File: config.mk
export PLATFORM = sky130hd
export DESIGN_NAME = vag_adpcm_block_decoder
export DESIGN_NICKNAME = d
export VERILOG_FILES = /design/src/vag_pkg.sv /design/src/vag_adpcm_block_decoder.sv /design/src/vag_front.sv /design/src/vag_queue.sv /design/src/vag_back.sv
export SDC_FILE = /design/constraint.sdc
export NUM_CORES = 1
export LEC_CHECK = 0
export BUFFER_PORTS_ARGS = -buffer_cell sky130_fd_sc_hd__clkbuf_2
export CAP_MARGIN = 10
export CORE_MARGIN = 5
export CORE_UTILIZATION = 53
export DETAILED_ROUTE_END_ITERATION = 7
export PLACE_DENSITY = 0.71
export SYNTH_ARGS = -nofsm -noshare
export SYNTH_HDL_FRONTEND = slang
export SYNTH_HIERARCHICAL = 1
export SYNTH_SLANG_ARGS = --single-unit
File: constraint.sdc
create_clock -name clk -period 26 [get_ports clk]
set_input_delay 1.3 -clock clk [delete_from_list [all_inputs] [get_ports clk]]
set_output_delay 1.3 -clock clk [all_outputs]
set_load 0.03 [all_outputs]
File: src/vag_pkg.sv
package vag_pkg;

	// byte positions within a 16-byte block
	localparam logic [3:0] POS_HEADER = 4'd0;
	localparam logic [3:0] POS_FLAGS  = 4'd1;

	// predictor nibble values above this are taken as zero
	localparam logic [3:0] PRED_MAX = 4'd4;

	// flags byte values that are reported
	localparam logic [7:0] FLAGS_LOOP_START = 8'd6;
	localparam logic [7:0] FLAGS_LOOP_END   = 8'd3;
	localparam logic [7:0] FLAGS_END        = 8'd7;

	// reported flag codes
	localparam logic [1:0] FLAG_OTHER      = 2'd0;
	localparam logic [1:0] FLAG_LOOP_START = 2'd1;
	localparam logic [1:0] FLAG_LOOP_END   = 2'd2;
	localparam logic [1:0] FLAG_END        = 2'd3;

	// result kinds
	localparam logic KIND_SAMPLE = 1'b0;
	localparam logic KIND_STATUS = 1'b1;

	localparam int SAMPLE_W = 16;
	localparam int COEF_W   = 8;
	localparam int PROD_W   = SAMPLE_W + COEF_W;

	// one unit of work handed from the front to the back
	typedef struct packed {
		logic       is_status;
		logic       clear;
		logic [1:0] flag;
		logic [2:0] pred;
		logic [3:0] shift;
		logic [7:0] data;
	} vag_op_t;

	function automatic logic signed [COEF_W-1:0] coef_first(input logic [2:0] pred);
		logic signed [COEF_W-1:0] c;
		case (pred)
			3'd1:    c = 8'sd60;
			3'd2:    c = 8'sd115;
			3'd3:    c = 8'sd98;
			3'd4:    c = 8'sd122;
			default: c = 8'sd0;
		endcase
		return c;
	endfunction

	function automatic logic signed [COEF_W-1:0] coef_second(input logic [2:0] pred);
		logic signed [COEF_W-1:0] c;
		case (pred)
			3'd2:    c = -8'sd52;
			3'd3:    c = -8'sd55;
			3'd4:    c = -8'sd60;
			default: c = 8'sd0;
		endcase
		return c;
	endfunction

endpackage

File: src/vag_adpcm_block_decoder.sv
// SPU ADPCM block decoder. Bytes of 16-byte blocks arrive one per input
// beat on s_axis, with tuser set on the first byte of a new stream (this
// clears the sample history and the byte position; the byte is a header).
// Byte 0 of a block sets predictor and shift and gives no result; byte 1
// gives one status beat on m_axis (tuser high, tdata[17:16] the flag code);
// each of bytes 2..15 gives two sample beats, low nibble first, tlast on
// the second, unless the block carries the end flag, in which case its data
// bytes give nothing. The front side accepts one byte per cycle while the
// queue of QUEUE_DEPTH ops is not full; the back side runs one result per
// cycle while m_axis is not stalled, since each sample feeds the two-tap
// filter of the next through the history registers. A data byte gives the
// back two results, a flags byte one, header and end-block bytes none. A
// result passes through the queue and the output register to m_axis.
module vag_adpcm_block_decoder #(
	parameter int QUEUE_DEPTH = 4
) (
	input  logic        clk,
	input  logic        arst_n,
	input  logic        s_axis_tvalid,
	output logic        s_axis_tready,
	input  logic [7:0]  s_axis_tdata,  // [7:0] data_byte
	input  logic        s_axis_tuser,  // [0] restart
	output logic        m_axis_tvalid,
	input  logic        m_axis_tready,
	output logic [23:0] m_axis_tdata,  // [15:0] sample, [17:16] block_flag, [23:18] zero
	output logic        m_axis_tuser,  // [0] kind
	output logic        m_axis_tlast
);
	import vag_pkg::*;

	// front to queue
	logic    push;
	vag_op_t push_op;
	logic    queue_full;

	// queue to back
	logic    op_valid;
	vag_op_t head_op;
	logic    pop;

	logic [SAMPLE_W-1:0] sample;
	logic [1:0]          flag;

	// byte tracking, header decode and flags classification
	vag_front u_front (
		.clk        (clk),
		.arst_n     (arst_n),
		.in_valid   (s_axis_tvalid),
		.in_data    (s_axis_tdata),
		.in_restart (s_axis_tuser),
		.queue_full (queue_full),
		.in_ready   (s_axis_tready),
		.push       (push),
		.push_op    (push_op)
	);

	// decouples byte intake from result delivery
	vag_queue #(
		.DEPTH (QUEUE_DEPTH)
	) u_queue (
		.clk       (clk),
		.arst_n    (arst_n),
		.push      (push),
		.push_op   (push_op),
		.pop       (pop),
		.full      (queue_full),
		.not_empty (op_valid),
		.head_op   (head_op)
	);

	// filter, history and output register
	vag_back u_back (
		.clk        (clk),
		.arst_n     (arst_n),
		.op_valid   (op_valid),
		.op         (head_op),
		.pop        (pop),
		.out_valid  (m_axis_tvalid),
		.out_ready  (m_axis_tready),
		.out_kind   (m_axis_tuser),
		.out_sample (sample),
		.out_flag   (flag),
		.out_last   (m_axis_tlast)
	);

	assign m_axis_tdata = {6'b0, flag, sample};

endmodule

File: src/vag_front.sv
module vag_front (
	input  logic            clk,
	input  logic            arst_n,
	input  logic            in_valid,
	input  logic [7:0]      in_data,
	input  logic            in_restart,
	input  logic            queue_full,
	output logic            in_ready,
	output logic            push,
	output vag_pkg::vag_op_t push_op
);
	import vag_pkg::*;

	logic [3:0] pos_q;
	logic [2:0] pred_q;
	logic [3:0] shift_q;
	logic       end_q;
	logic       clear_pend_q;

	logic       accept;
	logic [3:0] pos;
	logic [1:0] flag;

	assign in_ready = !queue_full;
	assign accept   = in_valid && in_ready;
	assign pos      = in_restart ? POS_HEADER : pos_q;

	always_comb begin
		case (in_data)
			FLAGS_LOOP_START: flag = FLAG_LOOP_START;
			FLAGS_LOOP_END:   flag = FLAG_LOOP_END;
			FLAGS_END:        flag = FLAG_END;
			default:          flag = FLAG_OTHER;
		endcase
	end

	// header bytes and end-block data bytes give no work to the back
	assign push = accept && (pos != POS_HEADER) && ((pos == POS_FLAGS) || !end_q);

	always_comb begin
		push_op.is_status = (pos == POS_FLAGS);
		push_op.clear     = clear_pend_q;
		push_op.flag      = flag;
		push_op.pred      = pred_q;
		push_op.shift     = shift_q;
		push_op.data      = in_data;
	end

	always_ff @(posedge clk or negedge arst_n) begin
		if (!arst_n) begin
			pos_q        <= '0;
			pred_q       <= '0;
			shift_q      <= '0;
			end_q        <= 1'b0;
			clear_pend_q <= 1'b0;
		end else if (accept) begin
			pos_q <= pos + 4'd1;
			if (pos == POS_HEADER) begin
				pred_q  <= (in_data[7:4] > PRED_MAX) ? 3'd0 : in_data[6:4];
				shift_q <= in_data[3:0];
			end
			if (pos == POS_FLAGS) begin
				end_q <= (in_data == FLAGS_END);
			end
			// history clear travels with the next op the back sees
			if (in_restart) begin
				clear_pend_q <= 1'b1;
			end else if (push) begin
				clear_pend_q <= 1'b0;
			end
		end
	end

endmodule

File: src/vag_queue.sv
module vag_queue #(
	parameter int DEPTH = 4
) (
	input  logic             clk,
	input  logic             arst_n,
	input  logic             push,
	input  vag_pkg::vag_op_t push_op,
	input  logic             pop,
	output logic             full,
	output logic             not_empty,
	output vag_pkg::vag_op_t head_op
);
	import vag_pkg::*;

	localparam int AW = (DEPTH > 1) ? $clog2(DEPTH) : 1;
	localparam int CW = $clog2(DEPTH + 1);
	localparam logic [AW-1:0] LAST_IDX = AW'(DEPTH - 1);
	localparam logic [CW-1:0] FULL_CNT = CW'(DEPTH);

	vag_op_t        mem_q [DEPTH];
	logic [AW-1:0]  wr_ptr_q;
	logic [AW-1:0]  rd_ptr_q;
	logic [CW-1:0]  count_q;

	assign full      = (count_q == FULL_CNT);
	assign not_empty = (count_q != '0);
	assign head_op   = mem_q[rd_ptr_q];

	always_ff @(posedge clk) begin
		if (push) begin
			mem_q[wr_ptr_q] <= push_op;
		end
	end

	always_ff @(posedge clk or negedge arst_n) begin
		if (!arst_n) begin
			wr_ptr_q <= '0;
			rd_ptr_q <= '0;
			count_q  <= '0;
		end else begin
			if (push) begin
				wr_ptr_q <= (wr_ptr_q == LAST_IDX) ? '0 : wr_ptr_q + AW'(1);
			end
			if (pop) begin
				rd_ptr_q <= (rd_ptr_q == LAST_IDX) ? '0 : rd_ptr_q + AW'(1);
			end
			case ({push, pop})
				2'b10:   count_q <= count_q + CW'(1);
				2'b01:   count_q <= count_q - CW'(1);
				default: count_q <= count_q;
			endcase
		end
	end

	a_no_overflow: assert property (@(posedge clk) disable iff (!arst_n)
		push |-> (!full || pop))
		else $error("queue written while full");

	a_no_underflow: assert property (@(posedge clk) disable iff (!arst_n)
		pop |-> not_empty)
		else $error("queue read while empty");

	a_count_step: assert property (@(posedge clk) disable iff (!arst_n)
		(push && !pop) |=> (count_q == $past(count_q) + CW'(1)))
		else $error("queue count did not follow a write");

endmodule

File: src/vag_back.sv
module vag_back (
	input  logic             clk,
	input  logic             arst_n,
	input  logic             op_valid,
	input  vag_pkg::vag_op_t op,
	output logic             pop,
	output logic             out_valid,
	input  logic             out_ready,
	output logic             out_kind,
	output logic [15:0]      out_sample,
	output logic [1:0]       out_flag,
	output logic             out_last
);
	import vag_pkg::*;

	logic                      phase_q;
	logic signed [SAMPLE_W-1:0] hist1_q;
	logic signed [SAMPLE_W-1:0] hist2_q;
	logic                      out_valid_q;
	logic                      out_kind_q;
	logic [SAMPLE_W-1:0]       out_sample_q;
	logic [1:0]                out_flag_q;
	logic                      out_last_q;

	logic                      slot_free;
	logic                      fire;
	logic                      clr;
	logic [SAMPLE_W-1:0]       h1;
	logic [SAMPLE_W-1:0]       h2;
	logic signed [COEF_W-1:0]  ca;
	logic signed [COEF_W-1:0]  cb;
	logic [PROD_W-1:0]         pa;
	logic [PROD_W-1:0]         pb;
	logic [PROD_W:0]           psum;
	logic [PROD_W-6:0]         filt;
	logic [3:0]                nib;
	logic signed [SAMPLE_W-1:0] nsh;
	logic signed [PROD_W-5:0]  vsum;
	logic [SAMPLE_W-1:0]       vclamp;

	assign slot_free = !out_valid_q || out_ready;
	assign fire      = op_valid && slot_free;
	assign pop       = fire && (op.is_status || phase_q);

	// a pending restart clears the history before the first use of the op
	assign clr = op.clear && !phase_q;
	assign h1  = clr ? '0 : hist1_q;
	assign h2  = clr ? '0 : hist2_q;
	assign ca  = coef_first(op.pred);
	assign cb  = coef_second(op.pred);

	assign pa   = {{COEF_W{h1[SAMPLE_W-1]}}, h1} * {{SAMPLE_W{ca[COEF_W-1]}}, ca};
	assign pb   = {{COEF_W{h2[SAMPLE_W-1]}}, h2} * {{SAMPLE_W{cb[COEF_W-1]}}, cb};
	assign psum = {pa[PROD_W-1], pa} + {pb[PROD_W-1], pb};
	assign filt = psum[PROD_W:6];

	assign nib  = phase_q ? op.data[7:4] : op.data[3:0];
	assign nsh  = $signed({nib, 12'b0}) >>> op.shift;
	assign vsum = $signed({filt[PROD_W-6], filt}) + $signed({{4{nsh[SAMPLE_W-1]}}, nsh});

	always_comb begin
		if (vsum > 20'sd32767) begin
			vclamp = 16'h7fff;
		end else if (vsum < -20'sd32768) begin
			vclamp = 16'h8000;
		end else begin
			vclamp = vsum[SAMPLE_W-1:0];
		end
	end

	always_ff @(posedge clk or negedge arst_n) begin
		if (!arst_n) begin
			phase_q     <= 1'b0;
			hist1_q     <= '0;
			hist2_q     <= '0;
			out_valid_q <= 1'b0;
		end else begin
			if (fire) begin
				out_valid_q <= 1'b1;
			end else if (out_ready) begin
				out_valid_q <= 1'b0;
			end
			if (fire) begin
				if (op.is_status) begin
					phase_q <= 1'b0;
					if (op.clear) begin
						hist1_q <= '0;
						hist2_q <= '0;
					end
				end else begin
					phase_q <= !phase_q;
					hist2_q <= h1;
					hist1_q <= vclamp;
				end
			end
		end
	end

	always_ff @(posedge clk) begin
		if (fire) begin
			out_kind_q   <= op.is_status ? KIND_STATUS : KIND_SAMPLE;
			out_sample_q <= op.is_status ? '0 : vclamp;
			out_flag_q   <= op.is_status ? op.flag : FLAG_OTHER;
			out_last_q   <= op.is_status || phase_q;
		end
	end

	assign out_valid  = out_valid_q;
	assign out_kind   = out_kind_q;
	assign out_sample = out_sample_q;
	assign out_flag   = out_flag_q;
	assign out_last   = out_last_q;

	a_second_half_is_data: assert property (@(posedge clk) disable iff (!arst_n)
		phase_q |-> (op_valid && !op.is_status))
		else $error("second sample pending without a data op at the head");

	a_history_shifts: assert property (@(posedge clk) disable iff (!arst_n)
		(fire && !op.is_status) |=> (hist1_q == $past(vclamp) && hist2_q == $past(h1)))
		else $error("history did not advance with a sample");

	a_last_on_pop: assert property (@(posedge clk) disable iff (!arst_n)
		fire |=> (out_last_q == $past(pop)))
		else $error("last marker out of step with queue pop");

endmodule
; Word-level counts from Yosys, hierarchy flattened
; Memories as Yosys holds them, arrays and structs flattened.
; Cells that the tools add are included.
[word_totals]
ramBits = 76
out_inout_bits = 28
mem_count = 1
register_bits = 74
wordCells = 91
in_bits = 13
[memory_table]
columns = memory, words, word_bits, rd, rd_clocked_by_memory_dff, write_ports, line
row1 = u_queue.mem_q, 4, 19, 1, 0, 1, vag_queue.sv:20  ; vag_op_t mem_q [DEPTH];
[op_classes]
n_mux = 24
shifts = 1
eq_ne = 14
reduce_logical = 23
n_mul = 2
add_sub_neg = 7
order_cmp = 3
[op_table]
columns = cell, n
row1 = $mux 16, 7
row2 = $mul 16x8->24, 2
row3 = $pmux 7 s4, 1
row4 = $add 24x24->25, 1
row5 = $pmux 8 s3, 1
row6 = $add 19x16->20, 1
row7 = $gt 20x16->1 const B, 1
row8 = $lt 20x16->1 const B, 1
row9 = $eq 8x3->1 const B, 2
row10 = $sshr 16x4->16, 1
row11 = $eq 8x2->1 const B, 1
row12 = $mux 1, 8
row13 = $mux 4, 2
row14 = $reduce_and 2->1, 4
row15 = $eq 2x2->1 const B, 3
row16 = $eq 3x2->1 const B, 2
row17 = $eq 3x3->1 const B, 2
row18 = $logic_and 1x1->1, 6
row19 = $pmux 2 s3, 1
row20 = $pmux 3 s2, 1
row21 = $reduce_bool 2->1, 3
row22 = $add 2x1->2 const B, 2
row23 = $add 4x1->4 const B, 1
row24 = $eq 4x1->1 const B, 1
row25 = other kinds (13), 19

; Depth between registers and ports, before layout
; Gate-level depths: netlist of run 1.
[depth]
ltp_word = 10
depth_mapped = 38

; Modules after synthesis
; Netlist of run 1, hierarchy kept.
[modules_own_cells]
columns = mod, area_per_inst_um2, seq_area_each_um2, cells_each, instances
row1 = vag_back, 10943.0, 1451.4, 1230, 1
row2 = vag_queue, 3161.8, 2457.4, 138, 1
row3 = vag_front, 775.7, 325.3, 73, 1
row4 = vag_adpcm_block_decoder, 48.8, 0.0, 7, 1

; Worst setup path after synthesis of run 1
; No wires, ideal clock.
[synth_timing]
kind = flip-flop to flip-flop
from = reg u_queue.rd_ptr_q[0]
to = reg u_back.out_sample_q[14] (netlist: u_back/out_sample[14]) (data pin)
slack_ns = 16.309
path_stages_with_launch = 38
t_required_ns = 25.820
t_arrival_ns = 9.511
path_buffers = 4
path_cell_list = dfrtp_1 -> buf_6 -> mux4_2 -> nand2b_1 -> o21ai_0 -> clkinv_1 -> clkbuf_1 -> nor2_1 -> nor2_1 -> fa_1 -> fa_1 -> inv_1 -> fa_1 -> fa_1 -> fa_1 -> inv_1 -> fa_1 -> inv_1 -> (+2 left out) -> o21a_1 -> a31oi_1 -> o221ai_1 -> a21oi_1 -> o21bai_1 -> a211oi_1 -> nor2_1 -> ha_1 -> clkbuf_1 -> o21a_1 -> o21ai_0 -> a21boi_0 -> o21ai_0 -> mux2i_1 -> or4_4 -> o21ba_4 -> buf_6 -> o41ai_2
[synth_lines]
columns = element, line
row1 = start: declaration, vag_queue.sv:22  ; logic [AW-1:0] rd_ptr_q;
row2 = start signal: assignment, vag_queue.sv:45  ; rd_ptr_q <= (rd_ptr_q == LAST_IDX) ? '0 : rd_ptr_q + AW'(1);
row3 = end signal: assignment, vag_back.sv:102  ; out_sample_q <= op.is_status ? '0 : vclamp;
row4 = end: declaration, vag_back.sv:21  ; logic [SAMPLE_W-1:0] out_sample_q;

==> results.sh, run 1 <==
export IMPL_start_util_pct=53.7
export IMPL_grt_pass1_vias=10600
export IMPL_yosysWarnings=6
export IMPL_hold_viol_final=0
export IMPL_die_w_microns=178
export IMPL_yosys_register_bits=150
export IMPL_routed_via_density=5.57
export IMPL_synth_edf_count=96
export IMPL_layout_setup_ws_ns=14.97
export IMPL_timing_rr_end="u_back/out_sample[9]$_SDFFCE_PP0P_"
export IMPL_crit_start="u_queue/rd_ptr_q[0]$_DFFE_PN0P_"
export IMPL_yosysTopAreaCell="fa_1"
export IMPL_finalWeightedCongestion=0.923
export IMPL_min_path_type="flop to flop"
export IMPL_antenna_found_initial=0
export IMPL_rows=61
export IMPL_diodes=0
export IMPL_synth_cells=1448
export IMPL_grt_overflow=0
export IMPL_critPathCaptureType="flop"
export IMPL_setup_tns_ns=0
export IMPL_dp_hpwl_mm=26.0
export IMPL_die_h_microns=178
export IMPL_wl_per_cell_microns=18.0
export IMPL_insertion_delay_ns=0.43
export IMPL_grt_pass1_wl_mm=55.1
export IMPL_cp_slowest_cell="nor2b_1"
export IMPL_tightest_slew_ns=1.09
export IMPL_grt_start_max_net_pins=62
export IMPL_hp_start="u_queue/count_q[2]$_DFFE_PN0P_"
export IMPL_die_area_sq_um=31600
export IMPL_cts_resized=0
export IMPL_synthTopCellsByCount="263 x inv_1, 183 x fa_1, 141 x nor2_1"
export IMPL_synth_most_common_cell="inv_1"
export IMPL_clkTransAtPathRegs_ns=0.07
export IMPL_start_kind="flop"
export IMPL_maxCapViolCount=0
export IMPL_rsz0062_at_grt="false"
export IMPL_cts_buffers=17
export IMPL_postCtsSetupRepairBufs=0
export IMPL_vias=10200
export IMPL_relSlewSlack_pct=27.1
export IMPL_cts_buffer_depth=2
export IMPL_setup_viol_count_final=0
export IMPL_r2r_start="u_queue/rd_ptr_q[0]$_DFFE_PN0P_"
export IMPL_max_stage_delay_ns=0.91
export IMPL_dr_pass1_iters=5
export IMPL_syn_area_sq_um=14900
export IMPL_rrSetupSlack_ns=14.97
export IMPL_ant_nets=0
export IMPL_grt_use_total_pct=22.4
export IMPL_post_route_min_period_ns=11.03
export IMPL_cts_sinks=150
export IMPL_num_nets_final=1774
export IMPL_critPathMostFrequentCell="fa_1"
export IMPL_cts_tree="done"
export IMPL_core_sq_um=27800
export IMPL_critPathKind="flop to flop"
export IMPL_preCtsSetupSlack_ns=15.08
export IMPL_drc=0
export IMPL_synth_cell_types=77
export IMPL_num_io_pins=41
export IMPL_required_ns=26.24
export IMPL_ctsRootBufferMaster="clkbuf_16"
export IMPL_worstHoldPathCells=1
export IMPL_crit_fanout=53
export IMPL_syn2layout_area_growth_pct=6.66
export IMPL_yosysTopAreaCellShare_pct=24.5
export IMPL_ys_flop_type="edfxtp_1"
export IMPL_max_freq_mhz=90.7
export IMPL_hold_end="u_queue/count_q[2]$_DFFE_PN0P_"
export IMPL_avgSynthCellArea_sq_um=10.3
export IMPL_port_buffers=34
export IMPL_seq_area_frac_synth_pct=28.4
export IMPL_drt_iter0_markers=851
export IMPL_n_fill_cell=2362
export IMPL_wl_mm=33.0
export IMPL_htree_num_levels=4
export IMPL_synthTopCellsByArea="fa_1 25%, edfxtp_1 19%, ha_1 11%"
export IMPL_min_period_over_period_pct=42.4
export IMPL_slew_viol_final=0
export IMPL_drive_gt1_share_pct=8.16
export IMPL_async_flop_share_pct=36.0
export IMPL_worst_clock_skew_ns=0.0102
export IMPL_status="finished clean"
export IMPL_worstPathArrival_ns=11.27
export IMPL_ctsHoldBuffers=0
export IMPL_r2r_cells=31
==> routing by layer <==
metal	track usage (%)	vias up	part of all wire, %
met3	3.45	80	5.2
met4	8.80	0	3.7
met5	0	-	0
met2	37.2	333	50
met1	29.8	5071	41
li1	-	4742	-
==> registers in the layout, indices dropped and copies added, names as in the netlist, 2 cells and up <==
register           count
u_queue/rd_ptr_q       2
u_front/pos_q          4
u_queue/mem_q         76
u_front/pred_q         3
u_queue/wr_ptr_q       2
u_back/hist1_q        16
u_queue/count_q        3
u_back/hist2_q        16
u_back/out_sample     16
u_front/shift_q        4
u_back/out_flag        2
==> through the flow <==
stage | hold slack, ns | instances | instance area (sq um) | util, %
floorplan | 0.448 | 1453 | 14900 | -
global placement | 0.474 | 1805 | 15300 | 55.1
detailed placement | 0.479 | 1805 | 15300 | 55.1
CTS | 0.493 | 1837 | 15900 | 57.3
global route | 0.519 | 1837 | 15900 | 57.3
finish | 0.489 | 1837 | 15900 | 57.3
==> layout by cell type, fill, tap and decap left out, types with 10 or more instances in the layout <==
master,instances
inv_1,263
fa_1,183
nor2_1,141
ha_1,132
nand2_1,100
edfxtp_1,96
a21oi_1,73
dfrtp_1,54
o21ai_0,53
clkbuf_2,34
and2_1,27
xnor2_1,25
mux4_2,19
o31ai_1,18
clkbuf_16,17
nand3_1,17
xor2_1,14
nand2b_1,12
a21o_1,12
nor3_1,12
o311ai_1,12
o21a_1,10
==> cells by family after synthesis <==
| kind of cell | Yosys count | share of synthesized area (%) |
|---|---|---|
| mux | 35 | 4.21 |
| fa+ha+maj | 315 | 35.6 |
| flops | 150 | 28.4 |
| other cells | 1 | 0.0251 |
| simple gates | 347 | 10.6 |
| buf+inv | 331 | 9.00 |
| compound gates | 230 | 9.97 |
| xor+xnor | 39 | 2.29 |
==> worst max-delay path, delay by kind of cell, from the launching register on <==
family | cells | cell delay, ns
multiplexers | 2 | 0.77
AND/OR/NAND/NOR | 5 | 1.83
flip-flops | 1 | 0.77
AO/OA/AOI/OAI | 13 | 3.28
adder cells (fa/ha/maj) | 8 | 3.59
buffers and inverters | 3 | 0.55
==> how the worst max path moves through the flow <==
stage                                               end  slack (ns)  depth (start not counted)
global placement    u_back/out_sample[14]$_SDFFCE_PP0P_       15.33                         31
detailed placement  u_back/out_sample[14]$_SDFFCE_PP0P_       15.08                         31
global route        u_back/out_sample[14]$_SDFFCE_PP0P_       14.20                         31
floorplan           u_back/out_sample[14]$_SDFFCE_PP0P_       16.31                         37
CTS                 u_back/out_sample[14]$_SDFFCE_PP0P_       15.08                         31
finish               u_back/out_sample[9]$_SDFFCE_PP0P_       14.97                         31
==> final cells by class <==
cell class,instances,area [sq um],area share (%)
clock buffers,18,439,2.76
well taps,378,473,2.97
multi-input cells,972,9380,58.9
inverters,264,991,6.22
repair buffers,41,223,1.40
clock inverters,14,180,1.13
flip-flops and latches,150,4230,26.6
Power of run 1 is not shown: default switching activity piles up to over one toggle a cycle in this logic, so the estimate is an artifact.
==> run 2: changes to the inputs <==
--- a/config.mk
+++ b/config.mk
@@ -5,6 +5,7 @@
 export SDC_FILE = /design/constraint.sdc
 export NUM_CORES = 1
 export LEC_CHECK = 0
+export ABC_AREA = 1
 export BUFFER_PORTS_ARGS = -buffer_cell sky130_fd_sc_hd__clkbuf_2
 export CAP_MARGIN = 10
 export CORE_MARGIN = 5
==> constraint.sdc (replaced) <==
create_clock -name clk -period 11 [get_ports clk]
set_input_delay 0.55 -clock clk [delete_from_list [all_inputs] [get_ports clk]]
set_output_delay 0.55 -clock clk [all_outputs]
set_load 0.03 [all_outputs]
==> run 2 against run 1 <==
Against the previous run: clock-buffer cell count increased by 2; flip-flop and latch count is the same; global-route usage about the same; critical path depth up 11; maximum frequency increased by 12%; register-to-register slack got worse by 14 ns; worst setup slack worse by 14 ns; clock skew is 0.0066 ns higher; first-iteration DRC count up 10%; hold slack got worse by 0.23 ns; wire length is 6.9% higher; synthesized area rose by 3.3%; highest routed layer unchanged.
==> results.sh, run 2 <==
export IMPL_grt_overflow=0
export IMPL_critPathKind="flop to flop"
export IMPL_drt_iter0_markers=937
export IMPL_largest_reg_flops=76
export IMPL_htree_num_levels=4
export IMPL_n_fill_cell=2579
export IMPL_syn_area_sq_um=15400
export IMPL_synth_cell_types=45
export IMPL_ant_nets=0
export IMPL_rsz0062_at_grt="false"
export IMPL_avgSynthCellArea_sq_um=8.83
export IMPL_yosys_register_bits=150
export IMPL_insertion_delay_ns=0.44
export IMPL_synth_most_common_cell="inv_1"
export IMPL_path_buf_inv=8
export IMPL_synthTopCellsByCount="397 x inv_1, 299 x nand2_1, 231 x nor2_1"
export IMPL_rows=62
export IMPL_path_delay_family="adder cells"
export IMPL_grt_pass1_wl_mm=58.4
export IMPL_num_io_pins=41
export IMPL_worstPathArrival_ns=10.21
export IMPL_die_h_microns=181
export IMPL_relSlewSlack_pct=25.6
export IMPL_antenna_found_initial=0
export IMPL_met3WireLength_mm=1.82
export IMPL_layout_common_cells="397 x inv_1, 299 x nand2_1, 230 x nor2_1, 183 x fa_1, 132 x ha_1"
export IMPL_synthTopCellsByArea="fa_1 24%, edfxtp_1 19%, ha_1 11%"
export IMPL_start_util_pct=53.7
export IMPL_start_kind="flop"
export IMPL_min_path_type="input pin to asynchronous set/reset pin"
export IMPL_setup_viol_count_final=0
export IMPL_seq_area_frac_synth_pct=27.5
export IMPL_max_freq_mhz=101
export IMPL_routed_via_density=5.22
export IMPL_top_register="u_queue/mem_q"
export IMPL_dr_pass1_iters=5
export IMPL_vias=11300
export IMPL_hold_viol_final=0
export IMPL_setup_tns_ns=0
export IMPL_ys_flop_type="edfxtp_1"
export IMPL_critPathMostFrequentCell="nand2_1"
export IMPL_finalWeightedCongestion=0.938
export IMPL_critPathCaptureType="flop"
export IMPL_async_flop_share_pct=36.0
export IMPL_yosysTopAreaCellShare_pct=23.8
export IMPL_grt_start_max_net_pins=55
export IMPL_wl_per_cell_microns=16.4
export IMPL_cts_buffers=17
export IMPL_die_w_microns=181
export IMPL_required_ns=11.36
export IMPL_clkTransAtPathRegs_ns=0.06
export IMPL_max_stage_delay_ns=0.58
export IMPL_postCtsSetupRepairBufs=0
export IMPL_ctsHoldBuffers=0
export IMPL_final_common_cell="inv_1"
export IMPL_wl_met2_mm=17.7
export IMPL_cp_slowest_cell="fa_1"
export IMPL_diodes=0
export IMPL_num_nets_final=2090
export IMPL_core_sq_um=28700
export IMPL_preCtsSetupSlack_ns=0.929
export IMPL_status="finished clean"
export IMPL_dp_hpwl_mm=28.9
export IMPL_dp_cells=2126
export IMPL_syn2layout_area_growth_pct=6.56
export IMPL_grt_pass1_vias=11400
export IMPL_wl_mm=35.3
export IMPL_worst_clock_skew_ns=0.0169
export IMPL_synth_cells=1747
export IMPL_met1Wirelength_mm=14.8
export IMPL_cts_buffer_depth=2
export IMPL_synth_edf_count=96
export IMPL_yosysWarnings=6
export IMPL_drc=0
export IMPL_grt_use_total_pct=22.4
export IMPL_drive_gt1_share_pct=7.55
export IMPL_layout_setup_ws_ns=1.15
export IMPL_post_route_min_period_ns=9.85
export IMPL_cts_sinks=150
export IMPL_slew_viol_final=0
export IMPL_instances_no_fill=2159
export IMPL_dr_max_layer_used="met4"
export IMPL_crit_fanout=45
export IMPL_cts_resized=0
export IMPL_ctsRootBufferMaster="clkbuf_16"
export IMPL_cts_tree="done"
export IMPL_port_buffers=34
export IMPL_yosysTopAreaCell="fa_1"
export IMPL_tightest_slew_ns=1.12
export IMPL_min_period_over_period_pct=89.6
export IMPL_die_area_sq_um=32600
export IMPL_maxCapViolCount=0
-- run 2: layout make-up --
class	count	area (sq um)	area share, %
multi-input cells	1143	9370	57.0
flip-flops and latches	150	4230	25.8
inverters	405	1530	9.28
well taps	384	480	2.92
clock buffers	20	437	2.66
repair buffers	45	253	1.54
clock inverters	12	141	0.860
-- run 2: final timing paths --
check,from,end,slack (ns),cells after the start
min in group clk,s_axis_tdata[2],u_queue/mem_q[2][2]$_DFFE_PP_,0.36,1
hold reg to reg,u_queue/count_q[2]$_DFFE_PN0P_,u_queue/count_q[2]$_DFFE_PN0P_,0.47,2
setup reg to reg,u_queue/rd_ptr_q[0]$_DFFE_PN0P_,u_back/hist1_q[5]$_DFFE_PN0P_,1.15,42
setup / recovery,u_queue/rd_ptr_q[0]$_DFFE_PN0P_,u_back/hist1_q[5]$_DFFE_PN0P_,1.15,42
hold / removal,arst_n,u_queue/count_q[2]$_DFFE_PN0P_,0.26,2
max in group asynchronous,arst_n,u_back/hist1_q[0]$_DFFE_PN0P_,10.21,2
-- run 2: cells by family after synthesis --
logic type | after synthesis | synth area share [%]
buffers and inverters | 459 | 12.0
other | 1 | 0.0243
adder cells (fa/ha/maj) | 315 | 34.5
XOR/XNOR | 44 | 2.50
multiplexers | 2 | 0.130
AO/OA/AOI/OAI | 167 | 7.56
AND/OR/NAND/NOR | 609 | 15.8
flip-flops | 150 | 27.5
-- run 2: through the flow --
step	hold slack (ns)	util, %	area (sq um)
2_1_floorplan	0.254	-	15400
4_1_cts	0.280	57.2	16400
5_1_grt	0.311	57.3	16400
3_5_place_dp	0.461	55.2	15800
6_report	0.259	57.3	16400
3_3_place_gp	0.455	55.2	15800
-- run 2: worst register-to-register path, delay by kind of cell, from the launching register on --
family                   cells  cell delay [ns]
XOR/XNOR                     1             0.14
AND/OR/NAND/NOR             20             3.09
flip-flops                   1             0.40
buffers and inverters        8             1.37
adder cells (fa/ha/maj)      8             3.92
AO/OA/AOI/OAI                5             0.89
-- run 2: per-layer routing --
metal	track usage, %	vias to the layer above
met1	30.1	5448
met2	38.1	354
met5	0	-
met4	6.81	0
met3	3.07	62
li1	-	5400
Power of run 2 is left out for the same reason.
==> run 3: changes to the inputs <==
==> constraint.sdc (replaced) <==
create_clock -name clk -period 12.5 [get_ports clk]
set_input_delay 0.625 -clock clk [delete_from_list [all_inputs] [get_ports clk]]
set_output_delay 0.625 -clock clk [all_outputs]
set_load 0.03 [all_outputs]
==> run 3 against run 2 <==
Against the previous run: via count barely moved; clock-buffer cell count is 3 lower; maximum frequency shrank 10%; non-clock buffer count down 2; highest routed layer unchanged; clock skew decreased by 0.0017 ns; critical path depth increased by 3.
==> results.sh, run 3 (synthesized netlist as in run 2, its figures left out) <==
export IMPL_ctsHoldBuffers=0
export IMPL_crit_start="u_queue/rd_ptr_q[0]$_DFFE_PN0P_"
export IMPL_max_freq_mhz=91.2
export IMPL_rrSetupSlack_ns=1.53
export IMPL_instances_no_fill=2157
export IMPL_clkTransAtPathRegs_ns=0.08
export IMPL_wl_per_cell_microns=16.5
export IMPL_final_common_cell="inv_1"
export IMPL_setup_viol_count_final=0
export IMPL_post_route_min_period_ns=10.97
export IMPL_n_fill_cell=2548
export IMPL_port_buffers=34
export IMPL_hold_ws_ns=0.329
export IMPL_hold_viol_final=0
export IMPL_dp_cells=2125
export IMPL_tightest_slew_ns=1.12
export IMPL_rsz0062_at_grt="false"
export IMPL_timing_rr_end="u_back/hist1_q[14]$_DFFE_PN0P_"
export IMPL_vias=11300
export IMPL_die_w_microns=181
export IMPL_slew_viol_final=0
export IMPL_antenna_found_initial=0
export IMPL_maxCapViolCount=0
export IMPL_die_h_microns=181
export IMPL_drc=0
export IMPL_finalWeightedCongestion=0.937
export IMPL_min_path_type="input pin to asynchronous set/reset pin"
export IMPL_r2r_start="u_queue/rd_ptr_q[0]$_DFFE_PN0P_"
export IMPL_design_area_sq_um=16500
export IMPL_critPathCaptureType="flop"
export IMPL_insertion_delay_ns=0.44
export IMPL_diodes=0
export IMPL_die_area_sq_um=32600
export IMPL_crit_fanout=47
export IMPL_top_register="u_queue/mem_q"
export IMPL_grt_pass1_vias=11400
export IMPL_largest_reg_flops=76
export IMPL_cts_buffer_depth=2
export IMPL_postCtsSetupRepairBufs=0
export IMPL_num_io_pins=41
export IMPL_cp_slowest_cell="nor2_1"
export IMPL_setup_tns_ns=0
export IMPL_cts_buffers=17
export IMPL_worst_clock_skew_ns=0.0151
export IMPL_placed_area_sq_um=15800
export IMPL_grt_use_total_pct=22.5
export IMPL_dr_pass1_iters=7
export IMPL_syn2layout_area_growth_pct=6.80
export IMPL_ctsRootBufferMaster="clkbuf_16"
export IMPL_wl_mm=35.5
export IMPL_grt_overflow=0
export IMPL_htree_num_levels=4
export IMPL_dp_hpwl_mm=28.5
export IMPL_critPathMostFrequentCell="nand2_1"
export IMPL_cts_resized=0
export IMPL_min_period_over_period_pct=87.8
export IMPL_start_util_pct=53.7
export IMPL_critPathKind="flop to flop"
export IMPL_required_ns=12.81
export IMPL_status="finished clean"
export IMPL_cts_sinks=150
export IMPL_drt_iter0_markers=714
export IMPL_r2r_cells=45
export IMPL_grt_start_max_net_pins=55
export IMPL_core_sq_um=28700
export IMPL_routed_via_density=5.22
export IMPL_relSlewSlack_pct=25.2
export IMPL_ant_nets=0
export IMPL_layout_common_cells="397 x inv_1, 299 x nand2_1, 230 x nor2_1, 183 x fa_1, 132 x ha_1"
export IMPL_rows=62
export IMPL_num_nets_final=2088
export IMPL_cts_tree="done"
export IMPL_grt_pass1_wl_mm=58.8
export IMPL_drive_gt1_share_pct=7.61
export IMPL_start_kind="flop"
export IMPL_worstPathArrival_ns=11.28
export IMPL_max_stage_delay_ns=0.82
==> run 3: cell count changes in the layout (fill, tap and decap cells not counted), sizes merged <==
cell	delta
clkinvlp	-2
buf	-2
clkbuf	-3
bufinv	+2
inv	+3
==> run 3: through the flow <==
step           utilization [%]  setup WS, ns
3_5_place_dp              55.2          1.78
4_1_cts                   57.4          1.71
2_1_floorplan                -          4.19
3_3_place_gp              55.2          2.02
6_report                  57.4          1.53
5_1_grt                   57.4         0.721
==> run 3: worst max-delay path by stage <==
stage	to	slack (ns)	cells after the start
global placement	u_back/hist1_q[14]$_DFFE_PN0P_	2.02	44
detailed placement	u_back/out_sample[14]$_SDFFCE_PP0P_	1.78	43
finish	u_back/hist1_q[14]$_DFFE_PN0P_	1.53	45
CTS	u_back/out_sample[14]$_SDFFCE_PP0P_	1.71	43
global route	u_back/hist1_q[12]$_DFFE_PN0P_	0.72	45
floorplan	u_back/out_sample[3]$_SDFFCE_PP0P_	4.19	46
==> run 3: layer usage <==
layer,GRT usage [%],vias to the layer above,share of wire [%]
li1,-,5378,-
met1,30.1,5491,43
met2,37.1,321,49
met3,4.06,68,4.6
met4,8.14,0,3.5
met5,0,-,0
==> run 3: cell type report <==
type | count | area, sq um | area share (%)
Multi-Input combinational cell | 1143 | 9360 | 56.8
Inverter | 405 | 1520 | 9.23
Clock inverter | 15 | 214 | 1.30
Sequential cell | 150 | 4230 | 25.7
Timing Repair Buffer | 43 | 238 | 1.44
Clock buffer | 17 | 425 | 2.58
Tap cell | 384 | 480 | 2.92
==> run 3: worst max-delay path: cells and delay by family, from the launching register on <==
| kind | cells | cell delay [ns] |
|---|---|---|
| flops | 1 | 0.41 |
| fa+ha+maj | 8 | 3.81 |
| compound gates | 7 | 1.36 |
| simple gates | 20 | 3.54 |
| xor+xnor | 1 | 0.15 |
| buf+inv | 9 | 1.53 |
Power of run 3 is left out for the same reason.
